$ cat config.mk
export PLATFORM = sky130hd
export DESIGN_NAME = bounded_delay_shortest_seek_scheduler
export DESIGN_NICKNAME = d
export VERILOG_FILES = /design/src/rtl/bdss_pkg.sv /design/src/rtl/bdss_ctrl.sv /design/src/rtl/bdss_dp.sv /design/src/rtl/bounded_delay_shortest_seek_scheduler.sv
export VERILOG_INCLUDE_DIRS = /design/src /design/src/rtl
export SDC_FILE = /design/constraint.sdc
export NUM_CORES = 1
export LEC_CHECK = 0
export BUFFER_PORTS_ARGS = -buffer_cell sky130_fd_sc_hd__buf_4
export CAP_MARGIN = 25
export CELL_PAD_IN_SITES_DETAIL_PLACEMENT = 0
export CELL_PAD_IN_SITES_GLOBAL_PLACEMENT = 1
export CORE_AREA = 2 2 437 331
export CTS_CLUSTER_SIZE = 28
export DETAILED_ROUTE_END_ITERATION = 7
export DIE_AREA = 0 0 439 333
export PLACE_DENSITY_LB_ADDON = 0.3
export SYNTH_ARGS = -nofsm -noshare
export SYNTH_HDL_FRONTEND = slang
export SYNTH_SLANG_ARGS = --single-unit
$ cat constraint.sdc
create_clock -name clk -period 5.95 [get_ports clk]
set_input_delay 1.19 -clock clk [delete_from_list [all_inputs] [get_ports clk]]
set_output_delay 1.19 -clock clk [all_outputs]
set_load 0.01 [all_outputs]
$ cat src/rtl/bounded_delay_shortest_seek_scheduler_macros.svh
// Assertion macros for the bounded-delay shortest-seek scheduler.
`ifndef BOUNDED_DELAY_SHORTEST_SEEK_SCHEDULER_MACROS_SVH
`define BOUNDED_DELAY_SHORTEST_SEEK_SCHEDULER_MACROS_SVH

// Invariant checked on every clock outside reset.
`define BDSS_ASSERT_ALWAYS(label, prop, msg) \
  label: assert property (@(posedge clk) disable iff (rst) (prop)) else $error(msg);

// Same-cycle implication checked outside reset.
`define BDSS_ASSERT_IMP(label, ante, cons, msg) \
  label: assert property (@(posedge clk) disable iff (rst) (ante) |-> (cons)) else $error(msg);

`endif

$ cat src/rtl/bdss_pkg.sv
// Shared constants, state encoding and controller/datapath interface types.
package bdss_pkg;

  localparam int MAX_SLACK_DEF    = 15;
  localparam int WINDOW_DEPTH_DEF = 32;
  localparam int TRACK_BITS_DEF   = 16;
  localparam int COUNT_BITS_DEF   = 20;
  localparam int MAX_RESULTS      = 16;
  localparam int TOTAL_BITS       = 36;
  localparam int CFG_BITS         = 4;
  localparam int PEND_W           = $clog2(MAX_RESULTS + 1);

  typedef enum logic [1:0] {
    ST_IDLE,
    ST_CHECK,
    ST_SCAN,
    ST_SERVE
  } state_t;

  typedef struct packed {
    logic accept;
    logic start;
    logic serve;
  } ctrl_cmd_t;

  typedef struct packed {
    logic need_decision;
    logic scan_done;
    logic found;
    logic out_free;
  } dp_status_t;

endpackage

$ cat src/rtl/bdss_ctrl.sv
// Controller state machine: request intake, window scan sequencing and result issue.
module bdss_ctrl (
  input  logic                  clk,
  input  logic                  rst,
  input  logic                  s_tvalid,
  output logic                  s_tready,
  input  bdss_pkg::dp_status_t  status,
  output bdss_pkg::ctrl_cmd_t   cmd
);
  import bdss_pkg::*;

  state_t state;
  state_t state_next;

  always_ff @(posedge clk) begin
    if (rst) begin
      state <= ST_IDLE;
    end else begin
      state <= state_next;
    end
  end

  always_comb begin
    state_next = state;
    unique case (state)
      ST_IDLE: begin
        if (s_tvalid) state_next = ST_CHECK;
      end
      ST_CHECK: begin
        state_next = status.need_decision ? ST_SCAN : ST_IDLE;
      end
      ST_SCAN: begin
        if (status.scan_done) state_next = ST_SERVE;
      end
      ST_SERVE: begin
        if (!status.found) begin
          state_next = ST_IDLE;
        end else if (status.out_free) begin
          state_next = ST_CHECK;
        end
      end
      default: state_next = ST_IDLE;
    endcase
  end

  always_comb begin
    s_tready   = (state == ST_IDLE);
    cmd.accept = (state == ST_IDLE) && s_tvalid;
    cmd.start  = (state == ST_CHECK) && status.need_decision;
    cmd.serve  = (state == ST_SERVE) && status.found && status.out_free;
  end

endmodule

$ cat src/rtl/bdss_dp.sv
// Datapath: track window memory, served bits, counters, serial nearest-track scan, result register.
`include "bounded_delay_shortest_seek_scheduler_macros.svh"

module bdss_dp #(
  parameter int MAX_SLACK    = bdss_pkg::MAX_SLACK_DEF,
  parameter int WINDOW_DEPTH = bdss_pkg::WINDOW_DEPTH_DEF,
  parameter int TRACK_BITS   = bdss_pkg::TRACK_BITS_DEF,
  parameter int COUNT_BITS   = bdss_pkg::COUNT_BITS_DEF
) (
  input  logic                              clk,
  input  logic                              rst,
  input  logic                              cfg_we,
  input  logic [bdss_pkg::CFG_BITS-1:0]     cfg_wdata,
  input  logic [TRACK_BITS-1:0]             in_track,
  input  logic                              in_last,
  input  bdss_pkg::ctrl_cmd_t               cmd,
  output bdss_pkg::dp_status_t              status,
  input  logic                              m_tready,
  output logic                              out_valid,
  output logic [COUNT_BITS-1:0]             out_req,
  output logic [TRACK_BITS-1:0]             out_trk,
  output logic [TRACK_BITS-1:0]             out_seek,
  output logic [bdss_pkg::TOTAL_BITS-1:0]   out_total,
  output logic                              out_forced,
  output logic                              out_last,
  output logic                              out_done
);
  import bdss_pkg::*;

  localparam int LIM_A     = (MAX_SLACK < (WINDOW_DEPTH - 1) / 2) ? MAX_SLACK
                                                                  : (WINDOW_DEPTH - 1) / 2;
  localparam int SLACK_LIM = (LIM_A < MAX_RESULTS - 1) ? LIM_A : MAX_RESULTS - 1;
  localparam int IDXW      = $clog2(WINDOW_DEPTH);
  localparam int SPAN_W    = PEND_W + 1;
  localparam int SUMW      = TOTAL_BITS + 1;

  function automatic logic [IDXW-1:0] slot_of(input logic [IDXW-1:0] nw,
                                              input logic [IDXW-1:0] bk);
    logic [IDXW:0] wrapped;
    wrapped = {1'b0, nw} + (IDXW + 1)'(WINDOW_DEPTH) - {1'b0, bk};
    return (nw >= bk) ? (nw - bk) : wrapped[IDXW-1:0];
  endfunction

  logic [TRACK_BITS-1:0] mem [WINDOW_DEPTH];
  logic [TRACK_BITS-1:0] mem_q;
  logic [WINDOW_DEPTH-1:0] served;

  logic [CFG_BITS-1:0]   cfg_slack;
  logic [CFG_BITS-1:0]   slack;
  logic [CFG_BITS-1:0]   history;
  logic [PEND_W-1:0]     pending;
  logic [COUNT_BITS-1:0] arrivals;
  logic [IDXW-1:0]       newest;
  logic [TRACK_BITS-1:0] head;
  logic [TOTAL_BITS-1:0] sum;
  logic                  batch_open;
  logic                  last_flag;

  logic                  issuing;
  logic                  forced_mode;
  logic [IDXW-1:0]       idx;
  logic                  rd_pend;
  logic                  rd_ok;
  logic [IDXW-1:0]       rd_back;
  logic [IDXW-1:0]       rd_slot;

  logic                  best_found;
  logic [TRACK_BITS-1:0] best_dist;
  logic [TRACK_BITS-1:0] best_track;
  logic [IDXW-1:0]       best_back;
  logic [IDXW-1:0]       best_slot;

  logic [IDXW-1:0]       newest_next;
  logic [CFG_BITS-1:0]   slack_clamped;
  logic [PEND_W-1:0]     slack_ext;
  logic [PEND_W-1:0]     slack_p1;
  logic [SPAN_W-1:0]     span;
  logic [IDXW-1:0]       oldest_back;
  logic [IDXW-1:0]       oldest_slot;
  logic                  forced_now;
  logic [IDXW-1:0]       scan_slot;
  logic [TRACK_BITS-1:0] rd_dist;
  logic                  take;
  logic [SUMW-1:0]       sum_wide;
  logic [TOTAL_BITS-1:0] sum_new;
  logic [PEND_W-1:0]     pend_after;
  logic                  closing;
  logic                  run_end;

  always_comb begin
    newest_next   = (newest == IDXW'(WINDOW_DEPTH - 1)) ? '0 : newest + IDXW'(1);
    slack_clamped = (cfg_slack > CFG_BITS'(SLACK_LIM)) ? CFG_BITS'(SLACK_LIM) : cfg_slack;
    slack_ext     = PEND_W'(slack);
    slack_p1      = slack_ext + PEND_W'(1);
    span          = SPAN_W'(history) + SPAN_W'(pending);
    oldest_back   = IDXW'(span - SPAN_W'(1));
    oldest_slot   = slot_of(newest, oldest_back);
    forced_now    = (history == slack) && !served[oldest_slot];
    scan_slot     = slot_of(newest, idx);
    rd_dist       = (mem_q >= head) ? (mem_q - head) : (head - mem_q);
    take          = rd_pend && rd_ok && (forced_mode || !best_found || rd_dist < best_dist);
    sum_wide      = SUMW'(sum) + SUMW'(best_dist);
    sum_new       = sum_wide[TOTAL_BITS] ? '1 : sum_wide[TOTAL_BITS-1:0];
    pend_after    = pending - PEND_W'(1);
    closing       = last_flag && (pend_after == '0);
    run_end       = (pend_after == '0) || (!last_flag && pend_after <= slack_ext);

    status.need_decision = (pending != '0) && (last_flag || pending > slack_ext);
    status.scan_done     = !issuing && !rd_pend;
    status.found         = best_found;
    status.out_free      = !out_valid || m_tready;
  end

  always_ff @(posedge clk) begin
    if (cmd.accept) mem[newest_next] <= in_track;
    if (issuing) mem_q <= mem[scan_slot];
  end

  always_ff @(posedge clk) begin
    if (rst) begin
      cfg_slack   <= '0;
      slack       <= '0;
      history     <= '0;
      pending     <= '0;
      arrivals    <= '0;
      newest      <= IDXW'(WINDOW_DEPTH - 1);
      head        <= '0;
      sum         <= '0;
      batch_open  <= 1'b0;
      last_flag   <= 1'b0;
      served      <= '0;
      issuing     <= 1'b0;
      forced_mode <= 1'b0;
      idx         <= '0;
      rd_pend     <= 1'b0;
      best_found  <= 1'b0;
      out_valid   <= 1'b0;
    end else begin
      if (cfg_we) cfg_slack <= cfg_wdata;

      if (cmd.accept) begin
        newest              <= newest_next;
        served[newest_next] <= 1'b0;
        arrivals            <= arrivals + COUNT_BITS'(1);
        pending             <= pending + PEND_W'(1);
        last_flag           <= in_last;
        if (!batch_open) begin
          slack      <= slack_clamped;
          batch_open <= 1'b1;
        end
      end

      if (cmd.start) begin
        idx         <= oldest_back;
        forced_mode <= forced_now;
        issuing     <= 1'b1;
        best_found  <= 1'b0;
      end else if (issuing) begin
        if (idx == '0 || forced_mode) begin
          issuing <= 1'b0;
        end else begin
          idx <= idx - IDXW'(1);
        end
      end
      rd_pend <= issuing;

      if (take) best_found <= 1'b1;

      if (cmd.serve) begin
        served[best_slot] <= 1'b1;
        pending           <= pend_after;
        if (closing) begin
          head       <= '0;
          sum        <= '0;
          arrivals   <= '0;
          history    <= '0;
          batch_open <= 1'b0;
        end else begin
          head <= best_track;
          sum  <= sum_new;
          if (history != slack) history <= history + CFG_BITS'(1);
        end
      end

      if (cmd.serve) begin
        out_valid <= 1'b1;
      end else if (m_tready) begin
        out_valid <= 1'b0;
      end
    end
  end

  always_ff @(posedge clk) begin
    if (issuing) begin
      rd_back <= idx;
      rd_slot <= scan_slot;
      rd_ok   <= forced_mode || !served[scan_slot];
    end
    if (take) begin
      best_dist  <= rd_dist;
      best_track <= mem_q;
      best_back  <= rd_back;
      best_slot  <= rd_slot;
    end
    if (cmd.serve) begin
      out_req    <= arrivals - COUNT_BITS'(1) - COUNT_BITS'(best_back);
      out_trk    <= best_track;
      out_seek   <= best_dist;
      out_total  <= sum_new;
      out_forced <= forced_mode;
      out_last   <= run_end;
      out_done   <= closing;
    end
  end

  `BDSS_ASSERT_ALWAYS(a_pending_bound, pending <= slack_p1, "pending exceeds slack plus one")
  `BDSS_ASSERT_ALWAYS(a_history_bound, history <= slack, "history exceeds slack")
  `BDSS_ASSERT_IMP(a_serve_free, cmd.serve, !out_valid || m_tready, "result overwritten")
  `BDSS_ASSERT_IMP(a_done_is_last, out_valid && out_done, out_last, "batch end not run end")

endmodule

$ cat src/rtl/bounded_delay_shortest_seek_scheduler.sv
// Per item: intake, then per decision a check, a serial scan of the window span and an issue.
// Window span is 2*slack+1 once the batch is under way; the batch's last item flushes up to
// 16 decisions the same way. Intake waits for idle, and an issue waits while the output stalls.
// The scan runs serially through the single read port of the track memory.
// Reset (rst, synchronous, active high) clears counters, head, sum, served bits and slack;
// the track memory is not cleared.
module bounded_delay_shortest_seek_scheduler #(
  parameter int MAX_SLACK    = bdss_pkg::MAX_SLACK_DEF,
  parameter int WINDOW_DEPTH = bdss_pkg::WINDOW_DEPTH_DEF,
  parameter int TRACK_BITS   = bdss_pkg::TRACK_BITS_DEF,
  parameter int COUNT_BITS   = bdss_pkg::COUNT_BITS_DEF
) (
  input  logic                                  clk,
  input  logic                                  rst,
  input  logic                                  cfg_we,
  input  logic [bdss_pkg::CFG_BITS-1:0]         cfg_wdata,
  input  logic                                  s_tvalid,
  output logic                                  s_tready,
  // track
  input  logic [((TRACK_BITS + 7) / 8) * 8-1:0] s_tdata,
  input  logic                                  s_tlast,
  output logic                                  m_tvalid,
  input  logic                                  m_tready,
  // request_number, served_track, seek_distance, total_distance
  output logic [((COUNT_BITS + 2 * TRACK_BITS + bdss_pkg::TOTAL_BITS + 7) / 8) * 8-1:0] m_tdata,
  output logic                                  m_tlast,
  // forced_pick, batch_done
  output logic [1:0]                            m_tuser
);
  import bdss_pkg::*;

  localparam int OUT_W = ((COUNT_BITS + 2 * TRACK_BITS + TOTAL_BITS + 7) / 8) * 8;

  ctrl_cmd_t             cmd;
  dp_status_t            status;
  logic [COUNT_BITS-1:0] out_req;
  logic [TRACK_BITS-1:0] out_trk;
  logic [TRACK_BITS-1:0] out_seek;
  logic [TOTAL_BITS-1:0] out_total;
  logic                  out_forced;
  logic                  out_last;
  logic                  out_done;

  bdss_ctrl u_ctrl (
    .clk      (clk),
    .rst      (rst),
    .s_tvalid (s_tvalid),
    .s_tready (s_tready),
    .status   (status),
    .cmd      (cmd)
  );

  bdss_dp #(
    .MAX_SLACK    (MAX_SLACK),
    .WINDOW_DEPTH (WINDOW_DEPTH),
    .TRACK_BITS   (TRACK_BITS),
    .COUNT_BITS   (COUNT_BITS)
  ) u_dp (
    .clk        (clk),
    .rst        (rst),
    .cfg_we     (cfg_we),
    .cfg_wdata  (cfg_wdata),
    .in_track   (s_tdata[TRACK_BITS-1:0]),
    .in_last    (s_tlast),
    .cmd        (cmd),
    .status     (status),
    .m_tready   (m_tready),
    .out_valid  (m_tvalid),
    .out_req    (out_req),
    .out_trk    (out_trk),
    .out_seek   (out_seek),
    .out_total  (out_total),
    .out_forced (out_forced),
    .out_last   (out_last),
    .out_done   (out_done)
  );

  assign m_tdata = OUT_W'({out_total, out_seek, out_trk, out_req});
  assign m_tlast = out_last;
  assign m_tuser = {out_done, out_forced};

endmodule

=== After elaboration in Yosys (flattened, before gate mapping) ===
Memory sizes are Yosys's and may differ from the RTL's. A register that Yosys moved wholly into a read port is not among the register bits.
Cells that the tools add are included.

* Flip-flop bits (word level): 284
* Bits in writable memories: 512
* Input port bits: 26
* Output and inout port bits: 93
* Memories kept: 1

* Add/subtract/negate cells: 18
* $lt $le $gt $ge: 13
* Equal/unequal tests: 10
* Multiplexer cells: 47
* Bitwise operators: 4
* Reductions and logical operators: 40

{| class="wikitable"
|+ Memory list
! memory !! depth !! bits a word !! rd ports !! clocked after memory_dff !! write ports !! line !! RTL
|-
| u_dp.mem || 32 || 16 || 1 || 1 || 1 || bdss_dp.sv:44 || <nowiki>logic [TRACK_BITS-1:0] mem [WINDOW_DEPTH];</nowiki>
|}

{| class="wikitable"
|+ Operator list
! cell !! number
|-
| $mux W32 || 3
|-
| $mux W36 || 2
|-
| $mux W20 || 3
|-
| $mux W5 || 8
|-
| $add A36 B16 Y37 || 1
|-
| $and A32 B32 Y32 || 1
|-
| $mux W16 || 2
|-
| $not A32 Y32 || 1
|-
| $or A32 B32 Y32 || 1
|-
| $sub A16 B16 Y16 || 2
|-
| $lt A5 B6 Y1 const B || 4
|-
| $add A20 B1 Y20 const B || 1
|-
| $sub A20 B1 Y20 const B || 1
|-
| $sub A20 B5 Y20 || 1
|-
| $sub A5 B5 Y5 || 4
|-
| $ge A16 B16 Y1 || 1
|-
| $lt A16 B16 Y1 || 1
|-
| $mux W1 || 16
|-
| $add A5 B1 Y5 const B || 3
|-
| $sub A5 B1 Y5 const B || 3
|-
| $logic_and A1 B1 Y1 || 13
|-
| $mux W4 || 3
|-
| $bmux W1 S5 || 2
|-
| $demux W1 S5 || 2
|-
| other kinds (25) || 53
|}

=== Logic depth before layout (Yosys ltp) ===
* Word-level depth: 12
* Gate-level depth with buffers: 21
* Mapped depth without buffers: 19

=== By module ===
Synthesis repeated with hierarchy kept, for this count alone.

* Cells, all modules: 2310
* Area total of the unflattened synthesis: 35321.4 µm²

{| class="wikitable"
|+ By module, submodules not included
! module !! instances !! cells each !! area an instance (µm²) !! seq. area each (µm²)
|-
| bdss_dp || 1 || 2293 || 35186.2 || 22942.0
|-
| bdss_ctrl || 1 || 15 || 120.1 || 40.0
|-
| bounded_delay_shortest_seek_scheduler || 1 || 2 || 15.0 || 0.0
|}

=== Worst setup path after synthesis ===
No wires, ideal clock.

* Kind: flip-flop to flip-flop
* Start point: register u_dp.mem_q[10] (read register of u_dp.mem)
* End point: register u_dp.best_back[0], enable pin
* Data arrival time: 5.635 ns
* Data required time: 5.483 ns
* Path slack: -0.152 ns
* Cell stages (with the launch flop): 20
* Cells stage by stage: edfxtp_1 > ha_1 > buf_2 > a21oi_1 > nand2b_1 > or3_1 > o22ai_1 > o21a_1 > buf_2 > buf_4 > mux2i_1 > xnor2_1 > ha_1 > a21o_1 > a21o_1 > a21oi_1 > o21ai_0 > nand3_1 > o211ai_1 > a31oi_1

* Cells in the longest elaborated chain, start to end: 5
* Elaborated cells on any way between the ends: 7
* Classes of those cells: add/sub: 2; order compare: 2; mux: 1; reduce/logical: 2

{| class="wikitable"
|+ Ends and longest elaborated chain
! item !! line !! RTL
|-
| from (decl) || bdss_dp.sv:45 || <nowiki>logic [TRACK_BITS-1:0] mem_q;</nowiki>
|-
| $ge A16 B16 Y1 || bdss_dp.sv:100 || <nowiki>rd_dist = (mem_q >= head) ? (mem_q - head) : (head - mem_q);</nowiki>
|-
| $mux W16 || bdss_dp.sv:100 ||
|-
| via u_dp.rd_dist[9] || bdss_dp.sv:82 || <nowiki>logic [TRACK_BITS-1:0] rd_dist;</nowiki>
|-
| $lt A16 B16 Y1 || bdss_dp.sv:101 || <nowiki>take = rd_pend && rd_ok && (forced_mode || !best_found || rd_dist < best_dist);</nowiki>
|-
| $logic_or A1 B1 Y1 || bdss_dp.sv:101 ||
|-
| $logic_and A1 B1 Y1 || bdss_dp.sv:101 ||
|-
| via u_dp.take || bdss_dp.sv:83 || <nowiki>logic take;</nowiki>
|-
| to (signal assigned) || bdss_dp.sv:202 || <nowiki>best_back <= rd_back;</nowiki>
|-
| to (decl) || bdss_dp.sv:70 || <nowiki>logic [IDXW-1:0] best_back;</nowiki>
|}

The timed path passes the listed nets, and every way through them passes these cells.
A chain may end at the register's enable or synchronous reset.

=== Final worst setup path ===
* Start point: register u_dp.mem_q[10] (read register of u_dp.mem)
* End point: register u_dp.best_track[14], enable pin

* Cells in the longest elaborated chain, start to end: 5
* Elaborated cells on any way between the ends: 7
* Classes of those cells: add/sub: 2; order compare: 2; mux: 1; reduce/logical: 2

{| class="wikitable"
|+ Ends and longest elaborated chain
! item !! line !! RTL
|-
| $sub A16 B16 Y16 / $ge A16 B16 Y1 (equally long branches) || bdss_dp.sv:100 ||
|-
| $mux W16 (*) || bdss_dp.sv:100 ||
|-
| via u_dp.rd_dist[10] || bdss_dp.sv:82 ||
|-
| $lt A16 B16 Y1 (*) || bdss_dp.sv:101 ||
|-
| $logic_or A1 B1 Y1 (*) || bdss_dp.sv:101 ||
|-
| $logic_and A1 B1 Y1 (*) || bdss_dp.sv:101 ||
|-
| via u_dp.take || bdss_dp.sv:83 ||
|-
| to (signal assigned) || bdss_dp.sv:201 || <nowiki>best_track <= mem_q;</nowiki>
|-
| to (decl) || bdss_dp.sv:69 || <nowiki>logic [TRACK_BITS-1:0] best_track;</nowiki>
|}

The timed path passes the listed nets; every way through them passes the cells marked *.

==> flow_summary.json <==
{
  "routabilityCongestion": 0.795,
  "hold_class": "reg -> reg",
  "cts_tree": "yes",
  "critPathLaunchType": "register",
  "path_delay_family": "compound AO/OA/AOI/OAI gates",
  "die_h_um": 333,
  "rows": 120,
  "fin_skew_ns": 0.0584,
  "place_area_um2": 38700,
  "critPathMaxStageDelay_ns": 0.50,
  "synth_nets": 2448,
  "period_needed_ns": 5.02,
  "cts_hold_buffers": 0,
  "cpMaxStageDelayCell": "o21a_1",
  "hold_viol": 0,
  "stdcell_area_um2": 41500,
  "fin_crit_sh": 0.843,
  "vias": 20300,
  "synth_cell_types": 77,
  "rsz0062_at_grt": "false",
  "grt_first_pass_wirelength_mm": 136,
  "wl_per_cell_um": 20.6,
  "wl_mm": 91.3,
  "firstDrtPassIters": 5,
  "ir_drop_uv": 187,
  "postCtsSetupRepairBufs": 0,
  "synth_top_cell_by_area": "edfxtp_1",
  "post-route-drc-count": 0,
  "cts_buffers": 86,
  "cts.root.buffer_cell": "clkbuf_16",
  "final_layout_size_suffix_gt1_frac": 0.210,
  "cp_max_fo": 25,
  "fillers": 14100,
  "syn-mean-instance-area_um2": 15.3,
  "synth-edff-count": 672,
  "hpwl_mm": 58.9,
  "drtIter0Drc": 1579,
  "max_freq_mhz": 199,
  "grt_max_degree": 85,
  "die_w_um": 439,
  "status": "complete, no violations",
  "pre_cts_ws_ns": 0.896,
  "async_flop_share": 0,
  "clk_pin_slew_ns": 0.06,
  "slew_violations": 0,
  "yosys.area.top_type_share": 0.572,
  "htree_levels": 3,
  "cap_violations": 0,
  "slew_headroom": 0.330,
  "fin_tns_setup_ns": 0,
  "io_pins": 119,
  "netlist_top_cells_area": "edfxtp_1 57%, mux4_2 11%, dfxtp_1 7.9%",
  "ctsResizeCount": 0,
  "crit_buf_inv": 2,
  "port_buffers": 118,
  "cp.required_ns": 6.28,
  "setup_slack_ns": 0.934,
  "total_power_mw": 13.8,
  "critPathKind": "reg -> reg",
  "setup_viol": 0,
  "synth_flop_cell": "edfxtp_1",
  "core_area_um2": 142000,
  "synth-seq-area-share": 0.651,
  "die_area_um2": 146000,
  "start_util": 0.249,
  "leakage_nw": 14.0,
  "grt_pass1_vias": 20600,
  "ant_nets": 0,
  "worstMarginPinSlew_ns": 1.00,
  "overflow": 0,
  "crit_chain": "ha_1 -> a21oi_1 -> nand2b_1 -> or3_1 -> o22ai_1 -> o21a_1 -> buf_4 -> mux2i_1 -> xor2_1 -> ha_1 -> a21o_1 -> a21oi_1 -> o21ai_0 -> nand3_1 -> o211ai_1 -> a31oi_4 -> buf_4",
  "synth_warnings": 0,
  "track_usage": 0.124,
  "synthesis.area_um2": 35300,
  "clk_latency_ns": 0.71,
  "clock-sinks": 812,
  "arrival_ns": 5.34,
  "syn_inst": 2311,
  "final_nets": 2603,
  "ys_seq_elements": 812,
  "clockBufferDepth": 3,
  "cp-end-kind": "register",
  "area_delta_synth_final_pct": 17.6,
  "power_density_nw_per_um2": 333,
  "antenna_found_initial": 3,
  "vias_per_cell": 4.59
}
==> synth_stat cells (all sizes together) (8+ instances only) <==
| library cell | n |
|---|---|
| nand2b | 12 |
| a22o | 16 |
| nor3 | 24 |
| and2 | 8 |
| mux4 | 178 |
| mux2i | 22 |
| nor2 | 123 |
| ha | 104 |
| o31ai | 9 |
| o211ai | 10 |
| nand3 | 46 |
| o21ai | 86 |
| xnor2 | 51 |
| a21oi | 135 |
| nor2b | 12 |
| or3 | 11 |
| a31oi | 11 |
| o21a | 10 |
| edfxtp | 672 |
| nand4 | 18 |
| a21o | 30 |
| o21bai | 10 |
| and3 | 20 |
| dfxtp | 140 |
| inv | 107 |
| a211oi | 17 |
| nand2 | 163 |
| buf | 35 |
| mux2 | 22 |
| clkbuf | 75 |
| xor2 | 45 |
| a211o | 10 |
==> placed cells by master, fill, tap and decap left out, types with 16 or more instances in the layout <==
master	netlist	layout
dfxtp_1	140	140
clkinv_2	0	20
nor3_1	24	23
ha_1	104	103
nand4_1	17	17
inv_1	107	106
a21o_1	29	29
nand2_1	163	163
a21oi_1	133	133
xnor2_1	51	49
mux2i_1	22	22
buf_4	3	168
nand3_1	45	45
clkbuf_1	75	20
mux2_2	22	22
clkbuf_16	0	88
xor2_1	45	44
o21ai_0	86	86
and3_1	20	20
edfxtp_1	672	672
mux4_2	178	178
nor2_1	123	122
a22o_1	16	16
==> kinds of logic after synthesis <==
group | share of synthesized area
flops | 0.651
simple gates | 0.0625
compound gates | 0.0691
mux | 0.127
buf+inv | 0.0254
fa+ha+maj | 0.0408
xor+xnor | 0.0245
==> worst paths after layout <==
check                        from             endpoint  slack (ns)  cells past startpoint
setup / recovery   u_dp.mem_q[10]  u_dp.best_track[14]        0.93                     17
hold / removal    u_dp.rd_slot[3]    u_dp.best_slot[3]        0.39                      0
setup reg to reg   u_dp.mem_q[10]  u_dp.best_track[14]        0.93                     17
hold reg to reg   u_dp.rd_slot[3]    u_dp.best_slot[3]        0.39                      0
==> metal layers <==
layer  vias up  wire (um)  GRT usage
met3       133       4840     0.0275
met2       477      42100      0.195
met5         -          0          0
li1       9207          -          -
met1     10500      42500      0.172
met4         0       1930     0.0334
==> through the flow <==
step           cells   util  hold WS (ns)
3_5_place_dp    4268  0.272         0.406
5_1_grt         4430  0.293         0.389
4_1_cts         4427  0.292         0.371
3_3_place_gp    4264  0.272         0.404
2_1_floorplan   2311      -         0.400
6_report        4430  0.293         0.387
==> area by class of cell <==
class	instances	area (um2)	share of cell area
clock buffer	112	2330	0.0562
tap	1891	2370	0.0570
antenna	2	5.00	0.000121
multi-input combinational	1282	11500	0.277
clock inverter	47	509	0.0123
sequential	812	23000	0.553
inverter	107	407	0.00979
timing repair buffer	177	1410	0.0340
==> state kept, by name, summed over array words and instances, names as in the netlist, 16 cells and up, named ones only <==
name / cells
u_dp.out_req: 20
u_dp.head: 16
u_dp.out_seek: 16
u_dp.out_total: 36
u_dp.best_track: 16
u_dp.out_trk: 16
u_dp.mem_q: 16
u_dp.best_dist: 16
u_dp.served: 32
u_dp.mem: 512
u_dp.arrivals: 20
u_dp.sum: 36
==> power by group <==
part           switching [mW]  leakage (nW)  total, mW  internal, mW
clock                    2.34          1.40       5.44          3.10
combinational            1.17          5.41       2.04         0.865
sequential             0.0478          7.24       6.33          6.29
No activity file was read; power rests on OpenSTA's default activity.
